--- src/rtl/pfb_pkg.sv ---
package pfb_pkg;

  // Command modes
  localparam logic [1:0] MODE_HLINE = 2'd0;
  localparam logic [1:0] MODE_VLINE = 2'd1;
  localparam logic [1:0] MODE_RECT  = 2'd2;

  // Result status codes
  localparam logic [1:0] STAT_OK      = 2'd0;
  localparam logic [1:0] STAT_INVALID = 2'd1;
  localparam logic [1:0] STAT_OFFSCR  = 2'd2;

  // Rectangle edges, in drawing order
  localparam logic [1:0] EDGE_TOP    = 2'd0;
  localparam logic [1:0] EDGE_BOTTOM = 2'd1;
  localparam logic [1:0] EDGE_LEFT   = 2'd2;
  localparam logic [1:0] EDGE_RIGHT  = 2'd3;

  localparam int unsigned CHUNK_BYTES = 8;

  typedef struct packed {
    logic [1:0] mode;
    logic [7:0] x;
    logic [7:0] y;
    logic [7:0] length;
    logic [7:0] height;
  } in_t;

  typedef struct packed {
    logic [2:0]  page;
    logic [6:0]  column;
    logic [3:0]  byte_count;
    logic [63:0] pixel_bytes;
    logic [1:0]  status;
    logic        last;
  } out_t;

  // One line segment to be checked
  typedef struct packed {
    logic       bad;     // rejected before any geometry check
    logic       vert;
    logic [8:0] col;
    logic [9:0] row;
    logic [7:0] len;
  } seg_t;

  // Check verdict for one segment
  typedef struct packed {
    logic [1:0] status;
    logic       empty;
    logic [9:0] end_row;
  } chk_t;

  typedef enum logic [2:0] {
    ST_CLEAR,
    ST_IDLE,
    ST_SEG,
    ST_RUN,
    ST_WAIT,
    ST_OUT
  } state_t;

endpackage

--- src/rtl/pfb_check.sv ---
module pfb_check #(
  parameter int COLUMNS = 128,
  parameter int PAGES   = 8
) (
  input  pfb_pkg::seg_t seg,
  output pfb_pkg::chk_t chk
);

  localparam int ROWS = 8 * PAGES;

  logic [10:0] col_w;
  logic [10:0] row_w;
  logic [10:0] len_w;
  logic        invalid;
  logic        offscr;

  assign col_w = {2'b00, seg.col};
  assign row_w = {1'b0, seg.row};
  assign len_w = {3'b000, seg.len};

  always_comb begin
    invalid = seg.bad || (row_w >= 11'(ROWS)) || (col_w >= 11'(COLUMNS)) ||
              (len_w > 11'(COLUMNS));
    if (seg.vert) begin
      offscr = (row_w + len_w) > 11'(ROWS);
    end else begin
      offscr = (col_w + len_w) > 11'(COLUMNS);
    end

    if (invalid) begin
      chk.status = pfb_pkg::STAT_INVALID;
    end else if (offscr) begin
      chk.status = pfb_pkg::STAT_OFFSCR;
    end else begin
      chk.status = pfb_pkg::STAT_OK;
    end
    chk.empty   = (seg.len == 8'd0);
    chk.end_row = seg.row + {2'b00, seg.len} - 10'd1;
  end

endmodule

--- config.mk ---
export PLATFORM = sky130hd
export DESIGN_NAME = pfb_check
export DESIGN_NICKNAME = d
export VERILOG_FILES = /design/src/rtl/pfb_pkg.sv /design/src/rtl/pfb_check.sv
export SDC_FILE = /design/constraint.sdc
export NUM_CORES = 1
export LEC_CHECK = 0
export ABC_AREA = 1
export BUFFER_PORTS_ARGS = -buffer_cell sky130_fd_sc_hd__buf_4
export CAP_MARGIN = 15
export CORE_MARGIN = 2
export CORE_UTILIZATION = 40
export DETAILED_ROUTE_END_ITERATION = 8
export GPL_TIMING_DRIVEN = 0
export REMOVE_ABC_BUFFERS = 1
export SYNTH_ARGS = -nofsm -noshare
export SYNTH_HDL_FRONTEND = slang
export SYNTH_SLANG_ARGS = --single-unit
--- constraint.sdc ---
create_clock -name vclk -period 7.1
set_input_delay 1.065 -clock vclk [all_inputs]
set_output_delay 1.065 -clock vclk [all_outputs]
set_load 0.03 [all_outputs]
==> results of run 1 <==
path summary, 6_finish.rpt:
check | from | endpoint | slack, ns | cells after the start
hold / removal | seg[7] | chk[10] | 2.44 | 3
setup / recovery | seg[1] | chk[9] | 2.83 | 12
through the flow:
step / area, µm² / hold slack (ns) / utilization, % / power (W) / setup WS (ns)
floorplan: 1540 / 2.24 / - / 0.000137 / 2.95
global placement: 1920 / 2.44 / 52.0 / 0.000194 / 2.80
detailed placement: 1920 / 2.44 / 52.0 / 0.000195 / 2.80
CTS: 1920 / 2.44 / 52.0 / 0.000196 / 2.80
global route: 1920 / 2.46 / 52.0 / 0.000221 / 2.58
finish: 1920 / 2.44 / 52.0 / 0.000195 / 2.83
final cells by class:
cell class | instances | share of cell area [%]
tap | 48 | 3.13
inverter | 71 | 13.9
timing repair buffer | 42 | 16.4
multi-input combinational | 202 | 66.6
metal layers:
layer  GRT usage, %  share of wire, %  up-vias
li1               -                 -      936
met1           23.3                51      715
met2           30.5                46       27
met3              0               2.3        2
met4          0.765              0.41        0
met5              0                 0        -
power groups by stage:
stage                     Combinational, W  Clock [W]  Sequential (W)
after floorplan                   0.000137          0               0
after global placement            0.000194          0               0
after detailed placement          0.000195          0               0
after CTS                         0.000196          0               0
after global routing              0.000221          0               0
final                             0.000195          0               0
cells by family after synthesis:
logic type	Yosys count	synth area share [%]
adders and majority gates	38	32.1
xor gates and xnor gates	8	4.52
and+or+nand+nor	132	37.3
AOI/OAI and AO/OA	24	8.39
buffers and inverters	72	17.7
worst max-delay path, delay by kind of cell:
| kind | cells | cell delay, ns |
|---|---|---|
| AND/OR/NAND/NOR | 1 | 0.13 |
| adder cells (fa/ha/maj) | 3 | 0.86 |
| AO/OA/AOI/OAI | 2 | 0.42 |
| XOR/XNOR | 1 | 0.14 |
| buffers and inverters | 5 | 0.60 |
synth_stat cells (all sizes together):
master	number
fa	3
nand3	24
inv	70
xnor2	4
xor2	4
nand2	78
o211ai	2
a21boi	1
o21ai	3
nor2	18
nand4	8
a21oi	17
o21a	1
nand3b	1
buf	1
nor3	2
ha	35
nor4	1
clkinv	1
==> impl_metrics.toml, run 1 <==
[power_and_ir_drop]
power.share.clock_pct = 0
power_switching_w = 0.000116
seqPwrFrac_pct = 0
comb_power_share_pct = 100.0
sw_frac_of_total_pct = 59.8
leakage_nw = 1.19
intPower_w = 0.0000783
vdd_drop_max_mv = 0.0298
powerDensity_mw_per_mm2 = 101

[drt]
ant_nets = 0
dr_total_vias = 1680
via_per_inst = 4.63
route.detailed.drc = 0
drt_iter0_markers = 30
avgRoutedWirePerCell_um = 9.50
finalWirelength_um = 3450
first_pass_iters = 4

[cts]
holdBufCountCts = 0
cts_setup_buffers = 0
cts_resized = 0

[timing]
final-setup-viol-count = 0
period_minus_slack_ns = 4.27
hold_viol = 0
period_share_pct = 60.1
rsz0062_at_grt = "false"
fmax_ghz = 0.234
fin_setup_tns_ns = 0
tightest_slew_ns = 0.290
slew_headroom_pct = 80.5
slew_violations = 0

[placed_design]
io_buffers = 42
numPlacedInstances = 363
hpwlAfterDp_um = 3140
routabilityCongestion = 0.819

[cells_and_area]
n_antenna_cell = 0
nNetsFinal = 384
regArea_um2 = 0
layout_common_cells = "nand2_1 (72), inv_1 (64), buf_4 (42)"
syn_to_final_growth_pct = 23.7
final_common_cell = "nand2_1"
final_cells = 363
drive_gt1_share_pct = 18.1
multiInputGateArea_mm2 = 0.00128
fillers = 404
seq_cells = 0
nClkBuffers = 0

[worst_setup_path]
required_ns = 6.03
cp_slowest_cell = "fa_1"
endpoint_kind = "output port"
worstPathMaxFanout = 4
arrival_ns = 3.20
critPathLaunchType = "input port"
critPathKind = "in -> out"
cp_cell_sequence = "buf_4 > inv_1 > ha_1 > inv_1 > ha_1 > inv_1 > fa_1 > o21ai_1 > nand4_1 > o211ai_1 > xnor2_1 > buf_4"
critPathMaxStageDelay_ns = 0.40
path_common_cell = "inv_1"

[synth]
syn-instance-count = 274
synth.top_cell.area_share_pct = 28.2
ys_types = 24
ys_top_cells_by_area = "ha_1 (28%), nand2_1 (17%), inv_1 (15%), nand3_1 (7.4%), a21oi_1 (5.5%)"
synth.yosys.warnings = 0
syn_area_per_cell_um2 = 5.66
yosysSeqAreaShare_pct = 0
synth_area_leader_cell = "ha_1"
netlist_area_mm2 = 0.00155

[min_path]
hold_path.class = "in -> out"

[global_routing]
grt_pass1_vias = 1549
globalRouteOverflowTotal = 0
antenna_found_initial = 0
grt_start_max_net_pins = 8
grt_pass1_wl_um = 6110
track_usage_pct = 16.8

[die]
fp-row-count = 22
core_mm2 = 0.00369
die_w_um = 66.3
start_util_pct = 42.1
dieArea_mm2 = 0.00439
die_y_um = 66.3
num_io_pins = 42

[status]
status = "finished, final reports clean"

[flow_run]
cap_viol_max_count = 0
No activity file was read; power rests on OpenSTA's default activity.
==> run 2, diff against run 1 <==
--- a/config.mk
+++ b/config.mk
@@ -12,6 +12,7 @@
 export CORE_UTILIZATION = 40
 export DETAILED_ROUTE_END_ITERATION = 8
 export GPL_TIMING_DRIVEN = 0
+export PLACE_DENSITY = 0.66
 export REMOVE_ABC_BUFFERS = 1
 export SYNTH_ARGS = -nofsm -noshare
 export SYNTH_HDL_FRONTEND = slang
==> constraint.sdc (replaced) <==
create_clock -name vclk -period 3.9
set_input_delay 0.585 -clock vclk [all_inputs]
set_output_delay 0.585 -clock vclk [all_outputs]
set_load 0.03 [all_outputs]
==> run 2 against run 1 <==
Net effect:
- power rose by 82%
- count of clock-buffer cells in the layout did not move
- final cell count did not move
- first-iteration DRC count rose by 27%
- hold slack got worse by 0.96 ns
- critical path depth rose by 1
- global-route usage fell by 0.77 points
- worst setup slack got worse by 2.3 ns
- flip-flop and latch count did not move
- core utilization did not move
- combinational power rose by 82%
- cell area did not move
==> impl_metrics.toml, run 2 (synthesized netlist as in run 1, its figures left out) <==
[placed_design]
routabilityCongestion = 0.810
io_buffers = 42
numPlacedInstances = 363
hpwlAfterDp_um = 3070
pre_cts_ws_ns = 0.540

[power_and_ir_drop]
powerDensity_mw_per_mm2 = 185
power_switching_w = 0.000212
comb_power_share_pct = 100.0
intPower_w = 0.000143
leakage_nw = 1.19
power.share.clock_pct = 0
vdd_drop_max_mv = 0.0556
seqPwrFrac_pct = 0
sw_frac_of_total_pct = 59.8

[cells_and_area]
final_cells = 363
seq_cells = 0
nNetsFinal = 384
nClkBuffers = 0
final_common_cell = "nand2_1"
regArea_um2 = 0
drive_gt1_share_pct = 18.1
final_util_pct = 52.0
layout_common_cells = "nand2_1 (72), inv_1 (64), buf_4 (42)"
syn_to_final_growth_pct = 23.7
n_antenna_cell = 0

[die]
core_mm2 = 0.00369
num_io_pins = 42
dieArea_mm2 = 0.00439
die_w_um = 66.3
start_util_pct = 42.1
die_y_um = 66.3
fp-row-count = 22

[worst_setup_path]
worstSetupStartpoint = "seg[1]"
arrival_ns = 2.76
critPathKind = "in -> out"
endpoint_kind = "output port"
critPathLaunchType = "input port"
worstSetupEndpoint = "chk[7]"
required_ns = 3.31
worstPathMaxFanout = 4

[global_routing]
antenna_found_initial = 0
use_met1_pct = 22.0
grt_pass1_wl_um = 5840
grt.met3_usage_pct = 0.170
grt_pass1_vias = 1494
grt_util_met2_pct = 29.6
grt_start_max_net_pins = 8
track_usage_pct = 16.0
globalRouteOverflowTotal = 0
busiest_layer = "met2"

[cts]
holdBufCountCts = 0
cts_resized = 0
cts_setup_buffers = 0

[timing]
fmax_ghz = 0.299
period_share_pct = 85.7
slew_violations = 0
layout_setup_ws_ns = 0.558
slew_headroom_pct = 81.6
period_minus_slack_ns = 3.34
fin_hold_ws_ns = 1.48
tightest_slew_ns = 0.274
rsz0062_at_grt = "false"
final-setup-viol-count = 0
fin_setup_tns_ns = 0
hold_viol = 0

[drt]
dr_total_vias = 1706
avgRoutedWirePerCell_um = 9.43
first_pass_iters = 4
drt_iter0_markers = 38
finalWirelength_um = 3420
via_per_inst = 4.70
ant_nets = 0
route.detailed.drc = 0

[flow_run]
cap_viol_max_count = 0

[status]
status = "finished, final reports clean"

[min_path]
hold_path.class = "in -> out"
## run 2: cell counts in the layout (fill, tap and decap cells not counted)
Identical to the previous run, type by type.
## run 2: worst max-delay path: stages
cell	delay [ns]
buf_4	0.12
inv_1	0.19
ha_1	0.31
inv_1	0.07
ha_1	0.16
inv_1	0.06
fa_1	0.41
o21ai_1	0.28
a21oi_1	0.11
nor2_1	0.10
nor2_1	0.06
xnor2_1	0.14
buf_4	0.18
## run 2: worst min-delay path by stage
stage,from,slack [ns],end,cells past startpoint
finish,seg[7],1.48,chk[10],3
floorplan,seg[7],1.28,chk[10],1
detailed placement,seg[7],1.48,chk[10],3
global placement,seg[7],1.48,chk[10],3
global route,seg[7],1.49,chk[10],3
CTS,seg[7],1.48,chk[10],3
## run 2: routing by layer
metal  up-vias  part of all wire (%)
met5         -                     0
met4         0                     0
met3         0                   3.2
met2        31                    48
met1       735                    48
li1        940                     -
## run 2: cell type report
type | count | area, µm²
repair buffers | 42 | 315
inverters | 71 | 267
well taps | 48 | 60.1
multi-input cells | 202 | 1280
fillers | 400 | 1770
## run 2: power by group through the flow
| stage | clock network [W] | registers (W) | logic (W) |
|---|---|---|---|
| global route | 0 | 0 | 0.000398 |
| floorplan | 0 | 0 | 0.000249 |
| finish | 0 | 0 | 0.000355 |
| global placement | 0 | 0 | 0.000353 |
| CTS | 0 | 0 | 0.000357 |
| detailed placement | 0 | 0 | 0.000356 |
## run 2: through the flow
step / area, µm² / power, W
after floorplan: 1540 / 0.000249
after detailed placement: 1920 / 0.000356
after global routing: 1920 / 0.000398
after global placement: 1920 / 0.000353
final: 1920 / 0.000355
after CTS: 1920 / 0.000357
==> run 3, diff against run 2 <==
--- a/config.mk
+++ b/config.mk
@@ -12,6 +12,7 @@
 export CORE_UTILIZATION = 40
 export DETAILED_ROUTE_END_ITERATION = 8
 export GPL_TIMING_DRIVEN = 0
+export MAX_ROUTING_LAYER = met4
 export PLACE_DENSITY = 0.66
 export REMOVE_ABC_BUFFERS = 1
 export SYNTH_ARGS = -nofsm -noshare
==> run 3 against run 2 <==
Net effect:
- combinational power hardly changed
- hold slack stayed put
- flip-flop and latch count stayed put
- critical path depth stayed put
- critical path type unchanged
- largest power group unchanged
==> impl_metrics.toml, run 3 (synthesized netlist as in run 1, its figures left out) <==
[status]
status = "finished, final reports clean"

[cells_and_area]
seq_cells = 0
nClkBuffers = 0
n_antenna_cell = 0
final_common_cell = "nand2_1"
regArea_um2 = 0
syn_to_final_growth_pct = 23.7
nNetsFinal = 384
drive_gt1_share_pct = 18.1
design_area_mm2 = 0.00192
layout_common_cells = "nand2_1 (72), inv_1 (64), buf_4 (42)"

[power_and_ir_drop]
powerDensity_mw_per_mm2 = 185
vdd_drop_max_mv = 0.0556
power_w = 0.000355
leakage_nw = 1.19

[die]
die_y_um = 66.3
start_util_pct = 42.1
core_mm2 = 0.00369
num_io_pins = 42
dieArea_mm2 = 0.00439
fp-row-count = 22
die_w_um = 66.3

[flow_run]
cap_viol_max_count = 0

[cts]
cts_setup_buffers = 0
cts_resized = 0
holdBufCountCts = 0

[placed_design]
pre_cts_ws_ns = 0.540
routabilityCongestion = 0.822
io_buffers = 42
placed_area_mm2 = 0.00192
hpwlAfterDp_um = 3070

[timing]
fin_setup_tns_ns = 0
fmax_ghz = 0.299
tightest_slew_ns = 0.274
period_share_pct = 85.7
layout_setup_ws_ns = 0.558
slew_headroom_pct = 81.6
final-setup-viol-count = 0
slew_violations = 0
rsz0062_at_grt = "false"
hold_viol = 0
period_minus_slack_ns = 3.34

[min_path]
holdPathEnd = "chk[10]"
hold_path.class = "in -> out"
worstHoldStart = "seg[7]"
hold_depth = 3

[worst_setup_path]
critPathKind = "in -> out"
worstPathMaxFanout = 4
worstPathBufferInverterCount = 5
critPathMaxStageDelay_ns = 0.41
path_common_cell = "inv_1"
critPathLaunchType = "input port"
cp_slowest_cell = "fa_1"
path_delay_family = "adder cells"
endpoint_kind = "output port"
cp_cell_sequence = "buf_4 > inv_1 > ha_1 > inv_1 > ha_1 > inv_1 > fa_1 > o21ai_1 > a21oi_1 > nor2_1 > nor2_1 > xnor2_1 > buf_4"
arrival_ns = 2.76
required_ns = 3.31

[drt]
finalWirelength_um = 3420
ant_nets = 0
avgRoutedWirePerCell_um = 9.43
route.detailed.drc = 0
first_pass_iters = 4
dr_total_vias = 1706
drt_iter0_markers = 38
via_per_inst = 4.70

[global_routing]
globalRouteOverflowTotal = 0
grt_pass1_wl_um = 5840
antenna_found_initial = 0
track_usage_pct = 16.4
grt_pass1_vias = 1494
grt_start_max_net_pins = 8
-- run 3: cell counts in the layout (fill, tap and decap cells not counted) --
Identical to the previous run, type by type.
-- run 3: routing by layer --
metal	GRT usage [%]	up-vias	part of all wire, %
met5	-	-	0
met1	22.1	735	48
met2	29.6	31	48
li1	-	940	-
met3	0	0	3.0
met4	0	0	0
-- run 3: worst max-delay path by stage --
stage / slack, ns / depth (start not counted) / to / start
CTS: 0.54 / 12 / chk[9] / seg[1]
detailed placement: 0.54 / 12 / chk[9] / seg[1]
floorplan: 0.71 / 11 / chk[7] / seg[1]
finish: 0.56 / 13 / chk[7] / seg[1]
global placement: 0.58 / 12 / chk[9] / seg[1]
global route: 0.36 / 13 / chk[7] / seg[1]
-- run 3: where the power goes --
group	switching, W	internal, W
registers	0	0
logic	0.000212	0.000143
clock network	0	0
total	0.000212	0.000143
-- run 3: area by class of cell --
cell class | count | area [µm²]
multi-input combinational | 202 | 1280
timing repair buffer | 42 | 315
inverter | 71 | 267
fill | 400 | 1770
tap | 48 | 60.1
-- run 3: tightest hold or removal path, stage by stage --
cell and delay, ns:
buf_4 0.11, nor2_1 0.04, buf_4 0.15
-- run 3: through the flow --
step	util (%)	hold slack (ns)	cells
after global placement	52.0	1.48	363
after CTS	52.0	1.48	363
after floorplan	-	1.28	273
after global routing	52.0	1.49	363
final	52.0	1.48	363
after detailed placement	52.0	1.48	363
